[src/rtl/indexed_row_scaler_with_colormap_assert.svh]
// ----------------------------------------------------------------------------
// Assertion macros for the indexed row scaler
// Shared property wrappers, clocked on clk_i and disabled in reset.
// ----------------------------------------------------------------------------
`ifndef INDEXED_ROW_SCALER_WITH_COLORMAP_ASSERT_SVH
`define INDEXED_ROW_SCALER_WITH_COLORMAP_ASSERT_SVH

// same-cycle property
`define IRSC_ASSERT(lbl, prop, msg) \
  lbl: assert property (@(posedge clk_i) disable iff (!rst_ni) (prop)) else $error(msg);

// next-cycle implication
`define IRSC_ASSERT_NEXT(lbl, pre, post, msg) \
  lbl: assert property (@(posedge clk_i) disable iff (!rst_ni) (pre) |=> (post)) else $error(msg);

`endif

[src/rtl/irsc_pkg.sv]
// ----------------------------------------------------------------------------
// irsc_pkg
// Types, constants and helpers shared by the row scaler files.
// ----------------------------------------------------------------------------
package irsc_pkg;

  localparam int MAX_ROW_WIDTH = 4096;
  localparam int MAX_RUN       = 64;

  localparam int LEN_W   = 13;
  localparam int COL_W   = 12;
  localparam int PIX_W   = 8;
  localparam int CNT_W   = 14;
  localparam int K_W     = $clog2(MAX_RUN);
  localparam int THR_W   = CNT_W + K_W;
  localparam int CFG_IDX_W = 4;

  localparam logic REQ_MAP   = 1'b0;
  localparam logic REQ_PIXEL = 1'b1;

  localparam logic [CFG_IDX_W-1:0] REG_SRC_LEN  = CFG_IDX_W'(0);
  localparam logic [CFG_IDX_W-1:0] REG_TGT_LEN  = CFG_IDX_W'(1);
  localparam logic [CFG_IDX_W-1:0] REG_TRANS_EN = CFG_IDX_W'(2);
  localparam logic [CFG_IDX_W-1:0] REG_TRANS_IX = CFG_IDX_W'(3);

  typedef struct packed {
    logic [LEN_W-1:0] src_len;
    logic [LEN_W-1:0] tgt_len;
    logic             trans_en;
    logic [PIX_W-1:0] trans_idx;
  } cfg_t;

  typedef struct packed {
    logic             wr_en;
    logic [PIX_W-1:0] wr_addr;
    logic [PIX_W-1:0] wr_data;
    logic             rd_en;
    logic [PIX_W-1:0] rd_addr;
  } map_acc_t;

  // zero acts as one, oversize clamps to the row limit
  function automatic logic [LEN_W-1:0] eff_len(input logic [LEN_W-1:0] v);
    logic [LEN_W-1:0] r;
    if (v == '0) begin
      r = LEN_W'(1);
    end else if (v > LEN_W'(MAX_ROW_WIDTH)) begin
      r = LEN_W'(MAX_ROW_WIDTH);
    end else begin
      r = v;
    end
    return r;
  endfunction

endpackage

[src/rtl/irsc_if.sv]
// ----------------------------------------------------------------------------
// irsc channel interfaces
// Request, result and configuration channels with valid/ready handshake.
// ----------------------------------------------------------------------------
interface irsc_req_if;
  logic                      valid;
  logic                      ready;
  logic                      req_type;
  logic [irsc_pkg::PIX_W-1:0] map_address;
  logic [irsc_pkg::PIX_W-1:0] map_data;
  logic [irsc_pkg::PIX_W-1:0] pixel_index;

  modport source (output valid, req_type, map_address, map_data, pixel_index, input ready);
  modport sink   (input valid, req_type, map_address, map_data, pixel_index, output ready);
endinterface

interface irsc_res_if;
  logic                      valid;
  logic                      ready;
  logic [irsc_pkg::COL_W-1:0] dest_column;
  logic [irsc_pkg::PIX_W-1:0] pixel_value;
  logic                      write_enable;
  logic                      last_of_run;
  logic                      last_of_row;
  logic                      run_truncated;

  modport source (output valid, dest_column, pixel_value, write_enable, last_of_run,
                  last_of_row, run_truncated, input ready);
  modport sink   (input valid, dest_column, pixel_value, write_enable, last_of_run,
                  last_of_row, run_truncated, output ready);
endinterface

interface irsc_cfg_if;
  logic                          valid;
  logic                          ready;
  logic [irsc_pkg::CFG_IDX_W-1:0] index;
  logic [irsc_pkg::LEN_W-1:0]     data;

  modport source (output valid, index, data, input ready);
  modport sink   (input valid, index, data, output ready);
endinterface

[src/rtl/indexed_row_scaler_with_colormap.sv]
// ----------------------------------------------------------------------------
// indexed_row_scaler_with_colormap
// Horizontal nearest-neighbour row scaler with palette colour map.
// ----------------------------------------------------------------------------
// A map-write word or a pixel that yields no output is taken while the block
// stays idle. A pixel that yields a run goes out as one output word per column
// (1 to 64), paced by the output register draining; the request channel is
// held off while the run goes out. A run longer than 64 first goes through
// the iterative divider that finds its full length and remainder.
// The colour map is a 256 x 8 synchronous RAM read once per pixel; an entry
// must be written before a pixel selects it. The user must see that configuration
// is changed only while the block is idle; the block does not enforce this.
module indexed_row_scaler_with_colormap (
  input  logic       clk_i,
  input  logic       rst_ni,
  irsc_cfg_if.sink   cfg_i,
  irsc_req_if.sink   req_i,
  irsc_res_if.source res_o
);
  import irsc_pkg::*;

  cfg_t             cfg_q;
  map_acc_t         map_acc;
  logic [PIX_W-1:0] map_rd;

  assign cfg_i.ready = 1'b1;

  always_ff @(posedge clk_i or negedge rst_ni) begin
    if (!rst_ni) begin
      cfg_q.src_len   <= LEN_W'(1);
      cfg_q.tgt_len   <= LEN_W'(1);
      cfg_q.trans_en  <= 1'b0;
      cfg_q.trans_idx <= '0;
    end else if (cfg_i.valid) begin
      case (cfg_i.index)
        REG_SRC_LEN:  cfg_q.src_len   <= cfg_i.data;
        REG_TGT_LEN:  cfg_q.tgt_len   <= cfg_i.data;
        REG_TRANS_EN: cfg_q.trans_en  <= cfg_i.data[0];
        REG_TRANS_IX: cfg_q.trans_idx <= cfg_i.data[PIX_W-1:0];
        default: begin
        end
      endcase
    end
  end

  irsc_cmap u_cmap (
    .clk_i     (clk_i),
    .acc_i     (map_acc),
    .rd_data_o (map_rd)
  );

  irsc_ctrl u_ctrl (
    .clk_i      (clk_i),
    .rst_ni     (rst_ni),
    .cfg_i      (cfg_q),
    .req        (req_i),
    .res        (res_o),
    .map_o      (map_acc),
    .map_data_i (map_rd)
  );

endmodule

[src/rtl/irsc_cmap.sv]
// ----------------------------------------------------------------------------
// irsc_cmap
// 256-entry colour map, one write and one registered read port.
// ----------------------------------------------------------------------------
module irsc_cmap (
  input  logic                       clk_i,
  input  irsc_pkg::map_acc_t         acc_i,
  output logic [irsc_pkg::PIX_W-1:0] rd_data_o
);
  import irsc_pkg::*;

  logic [PIX_W-1:0] mem_q [2**PIX_W];
  logic [PIX_W-1:0] rd_q;

  always_ff @(posedge clk_i) begin
    if (acc_i.wr_en) begin
      mem_q[acc_i.wr_addr] <= acc_i.wr_data;
    end
  end

  always_ff @(posedge clk_i) begin
    if (acc_i.rd_en) begin
      rd_q <= mem_q[acc_i.rd_addr];
    end
  end

  assign rd_data_o = rd_q;

endmodule

[src/rtl/irsc_div.sv]
// ----------------------------------------------------------------------------
// irsc_div
// Restoring divider, one quotient bit per cycle, for long runs.
// ----------------------------------------------------------------------------
`include "indexed_row_scaler_with_colormap_assert.svh"

module irsc_div (
  input  logic                       clk_i,
  input  logic                       rst_ni,
  input  logic                       start_i,
  input  logic [irsc_pkg::CNT_W-1:0] dividend_i,
  input  logic [irsc_pkg::LEN_W-1:0] divisor_i,
  output logic                       done_o,
  output logic [irsc_pkg::CNT_W-1:0] quot_o,
  output logic [irsc_pkg::LEN_W-1:0] rem_o
);
  import irsc_pkg::*;

  localparam int STEP_W = $clog2(CNT_W);

  logic              busy_q, busy_d;
  logic              done_q, done_d;
  logic [STEP_W-1:0] step_q, step_d;
  logic [CNT_W-1:0]  quot_q, quot_d;
  logic [CNT_W-1:0]  rem_q, rem_d;
  logic [LEN_W-1:0]  dvs_q, dvs_d;
  logic [CNT_W-1:0]  trial;
  logic              fits;

  assign trial = {rem_q[CNT_W-2:0], quot_q[CNT_W-1]};
  assign fits  = trial >= CNT_W'(dvs_q);

  always_comb begin
    busy_d = busy_q;
    done_d = 1'b0;
    step_d = step_q;
    quot_d = quot_q;
    rem_d  = rem_q;
    dvs_d  = dvs_q;
    if (start_i) begin
      busy_d = 1'b1;
      step_d = STEP_W'(CNT_W - 1);
      quot_d = dividend_i;
      rem_d  = '0;
      dvs_d  = divisor_i;
    end else if (busy_q) begin
      rem_d  = fits ? (trial - CNT_W'(dvs_q)) : trial;
      quot_d = {quot_q[CNT_W-2:0], fits};
      step_d = step_q - STEP_W'(1);
      if (step_q == '0) begin
        busy_d = 1'b0;
        done_d = 1'b1;
      end
    end
  end

  always_ff @(posedge clk_i or negedge rst_ni) begin
    if (!rst_ni) begin
      busy_q <= 1'b0;
      done_q <= 1'b0;
      step_q <= '0;
      rem_q  <= '0;
      dvs_q  <= LEN_W'(1);
    end else begin
      busy_q <= busy_d;
      done_q <= done_d;
      step_q <= step_d;
      rem_q  <= rem_d;
      dvs_q  <= dvs_d;
    end
  end

  always_ff @(posedge clk_i) begin
    quot_q <= quot_d;
  end

  assign done_o = done_q;
  assign quot_o = quot_q;
  assign rem_o  = rem_q[LEN_W-1:0];

  `IRSC_ASSERT(a_div_start_idle, !(start_i && busy_q), "divider restarted while busy")
  `IRSC_ASSERT(a_div_rem_small, !done_q || (rem_q < CNT_W'(dvs_q)), "remainder not below divisor")
  `IRSC_ASSERT_NEXT(a_div_start_busy, start_i, busy_q, "divider did not go busy")

endmodule

[src/rtl/irsc_ctrl.sv]
// ----------------------------------------------------------------------------
// irsc_ctrl
// Row sequencer: error accumulator, positions, run emission, output word.
// ----------------------------------------------------------------------------
`include "indexed_row_scaler_with_colormap_assert.svh"

module irsc_ctrl (
  input  logic                       clk_i,
  input  logic                       rst_ni,
  input  irsc_pkg::cfg_t             cfg_i,
  irsc_req_if.sink                   req,
  irsc_res_if.source                 res,
  output irsc_pkg::map_acc_t         map_o,
  input  logic [irsc_pkg::PIX_W-1:0] map_data_i
);
  import irsc_pkg::*;

  localparam logic [1:0] ST_IDLE = 2'd0;
  localparam logic [1:0] ST_DIV  = 2'd1;
  localparam logic [1:0] ST_EMIT = 2'd2;

  logic [1:0]       state_q, state_d;
  logic [LEN_W-1:0] acc_q, acc_d;
  logic [COL_W-1:0] pos_q, pos_d;
  logic [LEN_W-1:0] dest_q, dest_d;

  logic [CNT_W-1:0] t_q, t_d;
  logic [CNT_W-1:0] col_q, col_d;
  logic [K_W-1:0]   k_q, k_d;
  logic [LEN_W-1:0] acc_dn_q, acc_dn_d;
  logic             down_q, down_d;
  logic             trunc_q, trunc_d;
  logic             trans_q, trans_d;

  logic             ov_q, ov_d;
  logic [COL_W-1:0] o_col_q, o_col_d;
  logic [PIX_W-1:0] o_pix_q, o_pix_d;
  logic             o_we_q, o_we_d;
  logic             o_lrun_q, o_lrun_d;
  logic             o_lrow_q, o_lrow_d;
  logic             o_trunc_q, o_trunc_d;

  logic [LEN_W-1:0] s_len, d_len;
  logic             pix_acc, in_acc;
  logic [CNT_W-1:0] t_up, acc_dn_w, t_sub, col_inc;
  logic             down, down_hit, no_emit, trunc_c, row_done;
  logic [THR_W-1:0] thr;
  logic             out_free, emit, last_w, row_end;
  logic [CNT_W:0]   run_end;
  logic             fin;
  logic [LEN_W-1:0] fin_acc, fin_dest;

  logic             div_done;
  logic [CNT_W-1:0] div_quot;
  logic [LEN_W-1:0] div_rem;

  assign s_len    = eff_len(cfg_i.src_len);
  assign d_len    = eff_len(cfg_i.tgt_len);
  assign req.ready = (state_q == ST_IDLE);
  assign in_acc   = req.valid && req.ready;
  assign pix_acc  = in_acc && (req.req_type == REQ_PIXEL);

  assign down     = s_len > d_len;
  assign down_hit = acc_q < d_len;
  assign t_up     = CNT_W'(acc_q) + CNT_W'(d_len);
  assign acc_dn_w = down_hit ? (CNT_W'(acc_q) + CNT_W'(s_len) - CNT_W'(d_len))
                             : (CNT_W'(acc_q) - CNT_W'(d_len));
  assign no_emit  = down ? !down_hit : (t_up < CNT_W'(s_len));
  assign thr      = THR_W'(s_len) * THR_W'(MAX_RUN + 1);
  assign trunc_c  = !down && (THR_W'(t_up) >= thr);
  assign row_done = (LEN_W'(pos_q) + LEN_W'(1)) >= s_len;

  assign out_free = !ov_q || res.ready;
  assign emit     = (state_q == ST_EMIT) && out_free;
  assign last_w   = trunc_q ? (k_q == K_W'(MAX_RUN - 1)) : (t_q < {s_len, 1'b0});
  assign t_sub    = t_q - CNT_W'(s_len);
  assign col_inc  = col_q + CNT_W'(1);
  assign run_end  = (CNT_W + 1)'(dest_q) + (CNT_W + 1)'(div_quot);
  assign row_end  = (col_inc == CNT_W'(d_len)) ||
                    (last_w && trunc_q && (dest_q < d_len) &&
                     (run_end >= (CNT_W + 1)'(d_len)));

  assign map_o.wr_en   = in_acc && (req.req_type == REQ_MAP);
  assign map_o.wr_addr = req.map_address;
  assign map_o.wr_data = req.map_data;
  assign map_o.rd_en   = pix_acc;
  assign map_o.rd_addr = req.pixel_index;

  irsc_div u_div (
    .clk_i      (clk_i),
    .rst_ni     (rst_ni),
    .start_i    (pix_acc && !no_emit && trunc_c),
    .dividend_i (t_up),
    .divisor_i  (s_len),
    .done_o     (div_done),
    .quot_o     (div_quot),
    .rem_o      (div_rem)
  );

  always_comb begin
    state_d   = state_q;
    acc_d     = acc_q;
    pos_d     = pos_q;
    dest_d    = dest_q;
    t_d       = t_q;
    col_d     = col_q;
    k_d       = k_q;
    acc_dn_d  = acc_dn_q;
    down_d    = down_q;
    trunc_d   = trunc_q;
    trans_d   = trans_q;
    ov_d      = ov_q && !res.ready;
    o_col_d   = o_col_q;
    o_pix_d   = o_pix_q;
    o_we_d    = o_we_q;
    o_lrun_d  = o_lrun_q;
    o_lrow_d  = o_lrow_q;
    o_trunc_d = o_trunc_q;
    fin       = 1'b0;
    fin_acc   = acc_q;
    fin_dest  = dest_q;

    case (state_q)
      ST_IDLE: begin
        if (pix_acc) begin
          trans_d  = cfg_i.trans_en && (req.pixel_index == cfg_i.trans_idx);
          col_d    = CNT_W'(dest_q);
          k_d      = '0;
          down_d   = down;
          acc_dn_d = acc_dn_w[LEN_W-1:0];
          t_d      = down ? CNT_W'(s_len) : t_up;
          if (no_emit) begin
            fin      = 1'b1;
            fin_acc  = down ? acc_dn_w[LEN_W-1:0] : t_up[LEN_W-1:0];
            fin_dest = dest_q;
          end else if (trunc_c) begin
            trunc_d = 1'b1;
            state_d = ST_DIV;
          end else begin
            trunc_d = 1'b0;
            state_d = ST_EMIT;
          end
        end
      end
      ST_DIV: begin
        if (div_done) begin
          state_d = ST_EMIT;
        end
      end
      ST_EMIT: begin
        if (emit) begin
          ov_d      = 1'b1;
          o_col_d   = col_q[COL_W-1:0];
          o_pix_d   = trans_q ? '0 : map_data_i;
          o_we_d    = !trans_q;
          o_lrun_d  = last_w;
          o_lrow_d  = row_end;
          o_trunc_d = trunc_q;
          col_d     = col_inc;
          k_d       = k_q + K_W'(1);
          t_d       = t_sub;
          if (last_w) begin
            fin      = 1'b1;
            fin_acc  = trunc_q ? div_rem : (down_q ? acc_dn_q : t_sub[LEN_W-1:0]);
            fin_dest = trunc_q ? run_end[LEN_W-1:0] : col_inc[LEN_W-1:0];
            state_d  = ST_IDLE;
          end
        end
      end
      default: begin
        state_d = ST_IDLE;
      end
    endcase

    if (fin) begin
      if (row_done) begin
        acc_d  = '0;
        pos_d  = '0;
        dest_d = '0;
      end else begin
        acc_d  = fin_acc;
        pos_d  = pos_q + COL_W'(1);
        dest_d = fin_dest;
      end
    end
  end

  always_ff @(posedge clk_i or negedge rst_ni) begin
    if (!rst_ni) begin
      state_q <= ST_IDLE;
      acc_q   <= '0;
      pos_q   <= '0;
      dest_q  <= '0;
      ov_q    <= 1'b0;
      trunc_q <= 1'b0;
      k_q     <= '0;
      t_q     <= '0;
    end else begin
      state_q <= state_d;
      acc_q   <= acc_d;
      pos_q   <= pos_d;
      dest_q  <= dest_d;
      ov_q    <= ov_d;
      trunc_q <= trunc_d;
      k_q     <= k_d;
      t_q     <= t_d;
    end
  end

  always_ff @(posedge clk_i) begin
    col_q     <= col_d;
    acc_dn_q  <= acc_dn_d;
    down_q    <= down_d;
    trans_q   <= trans_d;
    o_col_q   <= o_col_d;
    o_pix_q   <= o_pix_d;
    o_we_q    <= o_we_d;
    o_lrun_q  <= o_lrun_d;
    o_lrow_q  <= o_lrow_d;
    o_trunc_q <= o_trunc_d;
  end

  assign res.valid         = ov_q;
  assign res.dest_column   = o_col_q;
  assign res.pixel_value   = o_pix_q;
  assign res.write_enable  = o_we_q;
  assign res.last_of_run   = o_lrun_q;
  assign res.last_of_row   = o_lrow_q;
  assign res.run_truncated = o_trunc_q;

  `IRSC_ASSERT(a_emit_has_run, !(state_q == ST_EMIT && !trunc_q) || (t_q >= CNT_W'(s_len)), "run count below one while emitting")
  `IRSC_ASSERT(a_div_done_state, !div_done || (state_q == ST_DIV), "divider finished outside divide phase")
  `IRSC_ASSERT(a_div_long_run, !(div_done && state_q == ST_DIV) || (div_quot > CNT_W'(MAX_RUN)), "divided run not longer than the cap")
  `IRSC_ASSERT_NEXT(a_last_idle, emit && last_w, state_q == ST_IDLE, "sequencer not idle after last word of run")

endmodule

[src/flat_wrapper.sv]
// flat-port wrapper written by rule: the top's interface ports become plain ports
module indexed_row_scaler_with_colormap_flat import irsc_pkg::*;
  (clk_i, rst_ni, cfg_i_valid, cfg_i_index, cfg_i_data, cfg_i_ready, req_i_valid, req_i_req_type, req_i_map_address, req_i_map_data, req_i_pixel_index, req_i_ready, res_o_valid, res_o_dest_column, res_o_pixel_value, res_o_write_enable, res_o_last_of_run, res_o_last_of_row, res_o_run_truncated, res_o_ready);
  irsc_cfg_if cfg_i_i ();
  irsc_req_if req_i_i ();
  irsc_res_if res_o_i ();
  input  logic clk_i;
  input  logic rst_ni;
  input wire logic [$bits(cfg_i_i.valid)-1:0] cfg_i_valid;
  input wire logic [$bits(cfg_i_i.index)-1:0] cfg_i_index;
  input wire logic [$bits(cfg_i_i.data)-1:0] cfg_i_data;
  output wire logic [$bits(cfg_i_i.ready)-1:0] cfg_i_ready;
  input wire logic [$bits(req_i_i.valid)-1:0] req_i_valid;
  input wire logic [$bits(req_i_i.req_type)-1:0] req_i_req_type;
  input wire logic [$bits(req_i_i.map_address)-1:0] req_i_map_address;
  input wire logic [$bits(req_i_i.map_data)-1:0] req_i_map_data;
  input wire logic [$bits(req_i_i.pixel_index)-1:0] req_i_pixel_index;
  output wire logic [$bits(req_i_i.ready)-1:0] req_i_ready;
  output wire logic [$bits(res_o_i.valid)-1:0] res_o_valid;
  output wire logic [$bits(res_o_i.dest_column)-1:0] res_o_dest_column;
  output wire logic [$bits(res_o_i.pixel_value)-1:0] res_o_pixel_value;
  output wire logic [$bits(res_o_i.write_enable)-1:0] res_o_write_enable;
  output wire logic [$bits(res_o_i.last_of_run)-1:0] res_o_last_of_run;
  output wire logic [$bits(res_o_i.last_of_row)-1:0] res_o_last_of_row;
  output wire logic [$bits(res_o_i.run_truncated)-1:0] res_o_run_truncated;
  input wire logic [$bits(res_o_i.ready)-1:0] res_o_ready;
  assign cfg_i_i.valid = cfg_i_valid;
  assign cfg_i_i.index = cfg_i_index;
  assign cfg_i_i.data = cfg_i_data;
  assign cfg_i_ready = cfg_i_i.ready;
  assign req_i_i.valid = req_i_valid;
  assign req_i_i.req_type = req_i_req_type;
  assign req_i_i.map_address = req_i_map_address;
  assign req_i_i.map_data = req_i_map_data;
  assign req_i_i.pixel_index = req_i_pixel_index;
  assign req_i_ready = req_i_i.ready;
  assign res_o_valid = res_o_i.valid;
  assign res_o_dest_column = res_o_i.dest_column;
  assign res_o_pixel_value = res_o_i.pixel_value;
  assign res_o_write_enable = res_o_i.write_enable;
  assign res_o_last_of_run = res_o_i.last_of_run;
  assign res_o_last_of_row = res_o_i.last_of_row;
  assign res_o_run_truncated = res_o_i.run_truncated;
  assign res_o_i.ready = res_o_ready;
  indexed_row_scaler_with_colormap u_core (.clk_i(clk_i), .rst_ni(rst_ni), .cfg_i(cfg_i_i), .req_i(req_i_i), .res_o(res_o_i));
endmodule
[config.mk]
export PLATFORM = sky130hd
export DESIGN_NAME = indexed_row_scaler_with_colormap_flat
export DESIGN_NICKNAME = d
export VERILOG_FILES = /design/src/rtl/irsc_pkg.sv /design/src/rtl/irsc_if.sv /design/src/rtl/indexed_row_scaler_with_colormap.sv /design/src/rtl/irsc_cmap.sv /design/src/rtl/irsc_div.sv /design/src/rtl/irsc_ctrl.sv /design/src/flat_wrapper.sv
export VERILOG_INCLUDE_DIRS = /design/src /design/src/rtl
export SDC_FILE = /design/constraint.sdc
export NUM_CORES = 2
export LEC_CHECK = 0
export ABC_AREA = 1
export CAP_MARGIN = 15
export CELL_PAD_IN_SITES_DETAIL_PLACEMENT = 1
export CELL_PAD_IN_SITES_GLOBAL_PLACEMENT = 1
export CORE_ASPECT_RATIO = 1.1
export CORE_MARGIN = 2
export CORE_UTILIZATION = 40
export CTS_CLUSTER_DIAMETER = 60
export DETAILED_ROUTE_END_ITERATION = 10
export DONT_BUFFER_PORTS = 1
export PLACE_DENSITY = 0.73
export SETUP_SLACK_MARGIN = 0.15
export SLEW_MARGIN = 15
export SYNTH_ARGS = -nofsm -noshare
export SYNTH_HDL_FRONTEND = slang
export SYNTH_SLANG_ARGS = --single-unit
[constraint.sdc]
create_clock -name clk_i -period 5.2 [get_ports clk_i]
set_input_delay 0.26 -clock clk_i [delete_from_list [all_inputs] [get_ports clk_i]]
set_output_delay 0.26 -clock clk_i [all_outputs]
set_load 0.1 [all_outputs]
==> results.yml <==
die:
  die_area_um2: 249800
  fp.dieH_um: 524.0
  core_um2: 243900
  placement_rows: 190
  initial_utilization_pct: 40.31
  die_w_um: 476.7
  ios: 74
sta:
  finalHoldViolCount: 0
  postLayoutSetupSlackWorst_ns: 0.4349
  rsz_0062_raised_after_global_routing: "false"
  clock.fmax_mhz: 209.9
  fin_tns_setup_ns: 0
  fin_crit_ns: 4.765
  min_period_over_period_pct: 91.64
  timing_worst_slew_pin_value_ns: 2.007
  timing_max_transition_violations_final: 495
  setup_viol_count_final: 0
  worst_slew_margin_rel_pct: -33.81
  timing.clock.skew_ns: 0.09632
routing:
  drt_iter0_drc: 7201
  firstDrtPassIters: 6
  antenna_violating_nets_post_route: 0
  post-route-drc-count: 0
  detail_route.wirelength_um: 317700
  dr_total_vias: 70550
  drt-wirelength-per-cell_um: 26.24
  vias_per_cell: 5.827
yosys:
  seq_area_frac_synth_pct: 68.13
  postSynth.asyncResetShare_pct: 5.728
  total_of_flip_flops_plus_latches_after_synthesis: 2252
  syn_area_um2: 98320
  synth_largest_type_area_fraction_pct: 64.84
  netlist.top_cell.by_area: "sky130_fd_sc_hd__edfxtp_1"
  netlist-cell-type-count: 55
  count_of_synthesis_stage_warnings_from_yosys: 0
  synth_cells: 8774
  synth.top_cells.by_area: "sky130_fd_sc_hd__edfxtp_1 (65%), sky130_fd_sc_hd__o21ai_0 (5.9%), sky130_fd_sc_hd__nor2_1 (5.5%), sky130_fd_sc_hd__nand2_1 (4.8%), sky130_fd_sc_hd__nand3_1 (3.4%)"
  synth_most_common_cell: "sky130_fd_sc_hd__edfxtp_1"
  syn_area_per_cell_um2: 11.21
  synth-main-ff-cell: "sky130_fd_sc_hd__edfxtp_1"
  post_synth_edffs: 2123
  postSynthNetCount: 9019
  netlist_top_cells_count: "sky130_fd_sc_hd__edfxtp_1 (2123), sky130_fd_sc_hd__nor2_1 (1432), sky130_fd_sc_hd__nand2_1 (1249), sky130_fd_sc_hd__o21ai_0 (1157), sky130_fd_sc_hd__nand3_1 (663)"
critical_path:
  path_buf_inv: 2
  worst_r2r_path_depth: 7
  critical_path_arrival_ns: 5.28
  crit_path_max_incr_delay_ns: 1.04
  worst-path-max-fanout: 16
  timing.critical_path.cells: "nor2_2 > inv_1 > nor3_1 > inv_1 > nor3_1 > nand2_1 > nor2_1"
  regToRegStartpoint: "u_core.u_ctrl.state_q[1]"
  worst-r2r-setup-slack_ns: 0.43
  setup_crit_start_kind: "flop"
  endpoint_kind: "flop"
  crit_slowest_cell: "sky130_fd_sc_hd__nor3_1"
  critPathRequiredTime_ns: 5.71
  crit_type: "flop to flop"
  worst_reg2reg_endpoint: "u_core.u_cmap.mem_q[26][6]"
  cp_top_family: "simple AND/OR/NAND/NOR gates"
power_and_ir_drop:
  seq_power_share_pct: 43.7
  clockPowerShare_pct: 34.3
  cellInternalPower_mw: 33.34
  power.share.combinational_pct: 22.1
  power_switching_share_pct: 31.85
  power_switching_mw: 15.58
  power_density_nw_per_um2: 445.7
  p_leak_nw: 38.23
  irDropWorstVdd_mv: 0.2809
cts:
  h-tree-depth: 4
  cts_sinks: 2252
  cts_made_buffers: 236
  clock-root-buffer: "sky130_fd_sc_hd__clkbuf_16"
  clkLatencyLatePin_ns: 0.91
  tritoncts_clock_tree: "done"
  worst_setup_hold_path_clk_slew_ns: 0.07
  cts.path.max_buffers: 4
place:
  total_half_perimeter_wirelength_after_legalization_and_detailed_placement_um: 181700
  detailedPlace.worstSlack_ns: 0.1511
  place_congestion: 0.9301
  buffer_ports.inserted: 0
  placedInstanceArea_um2: 101200
  post-place-cells: 11600
global_route:
  grt.total_usage_pct: 24.68
  grt_pass1_vias: 72380
  number_of_antenna_violations_at_the_first_check_in_global_routing: 8
  grt_pass1_wl_um: 470400
  grt-ovfl-total: 0
  grt_start_max_net_pins: 1027
cells_and_area:
  layoutNonFillerInstCount: 12110
  number_of_nets_in_the_layout: 8881
  final_cell_area_um2: 109800
  layout_cells_sized_above_1_pct: 5.983
  nFillCells: 25990
  flow.area_growth_from_synthesis_pct: 11.65
min_path:
  min_path_type: "input port to asynchronous set/reset pin"
run_status:
  violated_checks: "slew limit"
  result_of_the_run: "finished, violations left"
job:
  drv_cap: 0
-- flip-flops by register name, summed over array words and instances (netlist names), 4 cells and up --
signal,flops
u_core.cfg_q,35
u_core.u_cmap.mem_q,2048
u_core.u_cmap.rd_data_o,8
u_core.u_ctrl.acc_dn_q,13
u_core.u_ctrl.acc_q,13
u_core.u_ctrl.col_q,14
u_core.u_ctrl.dest_q,13
u_core.u_ctrl.k_q,6
u_core.u_ctrl.pos_q,12
u_core.u_ctrl.res.dest_column,12
u_core.u_ctrl.res.pixel_value,8
u_core.u_ctrl.t_q,14
u_core.u_ctrl.u_div.dvs_q,13
u_core.u_ctrl.u_div.quot_o,14
u_core.u_ctrl.u_div.rem_q,13
u_core.u_ctrl.u_div.step_q,4
-- layer usage --
metal	vias to the layer above	GRT usage [%]	share of wire, %
li1	31120	-	-
met1	36230	31.69	40
met2	2579	41.14	48
met3	630	4.225	6.9
met4	0	10.95	4.6
met5	-	0	0
-- worst max path at each step --
stage                     slack, ns                              to                      from  cells past startpoint
final                          0.43      u_core.u_cmap.mem_q[26][6]  u_core.u_ctrl.state_q[1]                      7
after global routing           0.12    u_core.u_ctrl.u_div.rem_q[2]          u_core.cfg_q[20]                     27
after CTS                      0.16  u_core.u_ctrl.u_div.quot_o[13]          u_core.cfg_q[17]                     25
after detailed placement       0.15         u_core.u_ctrl.dest_q[3]          u_core.cfg_q[19]                     29
after global placement         0.33         u_core.u_ctrl.dest_q[3]          u_core.cfg_q[17]                     29
after floorplan                0.67   u_core.u_ctrl.u_div.quot_o[0]          u_core.cfg_q[17]                     29
-- logic make-up after synthesis --
group | Yosys count | share of synthesized area (%)
buffers and inverters | 887 | 3.645
adder cells (fa/ha/maj) | 198 | 2.657
AO/OA/AOI/OAI | 1895 | 10.51
flip-flops | 2252 | 68.13
AND/OR/NAND/NOR | 3458 | 14.32
XOR/XNOR | 83 | 0.7394
other | 1 | 0.003814
-- what timing repair did --
action / in CTS / in global routing
hold buffers: 37 / 8
gates resized for setup: 1 / 11
endpoints found under the setup margin: 6 / 99
setup buffers: 0 / 2
pin swaps: 0 / 3
endpoints found under the hold margin: 2249 / 712
-- layout make-up --
type                            instances  area [µm²]  area share, %
Tap cell                             3264        4084          3.720
Sequential cell                      2252       66980          61.02
Antenna cell                           19       47.55        0.04331
Clock inverter                        143        1323          1.205
Multi-Input combinational cell       5635       27860          25.38
Timing Repair Buffer                  166        1957          1.783
Clock buffer                          284        6180          5.630
Inverter                              345        1339          1.220
-- power by group through the flow --
stage                     Combinational (mW)  Sequential [mW]  Clock, mW
final                                   10.8             21.4       16.8
after global routing                    11.9             21.4       17.5
after CTS                               10.5             21.4       16.9
after detailed placement                10.1             21.7          0
after global placement                  9.82             21.7          0
after floorplan                         6.97             21.4          0
-- per-stage QoR --
step / power [mW] / hold WS (ns) / utilization (%)
finish: 48.93 / 0.02828 / 45.00
global route: 50.86 / 0.08777 / 45.00
global placement: 31.52 / -0.01867 / 41.49
floorplan: 28.37 / -0.03559 / -
detailed placement: 31.79 / -0.02003 / 41.49
CTS: 48.81 / 0.01277 / 44.79
-- cells in the final DEF, fill, tap and decap left out, drive strengths merged, types with 13 or more instances in the layout --
cell type | netlist | routed
edfxtp | 2123 | 2123
nor2 | 1437 | 1437
nand2 | 1256 | 1256
o21ai | 1168 | 1168
nand3 | 664 | 664
o22ai | 514 | 514
inv | 341 | 349
clkbuf | 367 | 284
ha | 180 | 180
a21oi | 134 | 134
buf | 175 | 130
dfrtp | 126 | 126
clkinv | 4 | 107
xor2 | 68 | 68
nor3 | 43 | 43
dlygate4sd3 | 0 | 36
nand4 | 29 | 29
o211ai | 25 | 25
bufinv | 0 | 23
diode | 0 | 19
fa | 18 | 18
xnor2 | 15 | 15
o21bai | 13 | 13
Note: power is estimated with default switching activity, not from simulation.
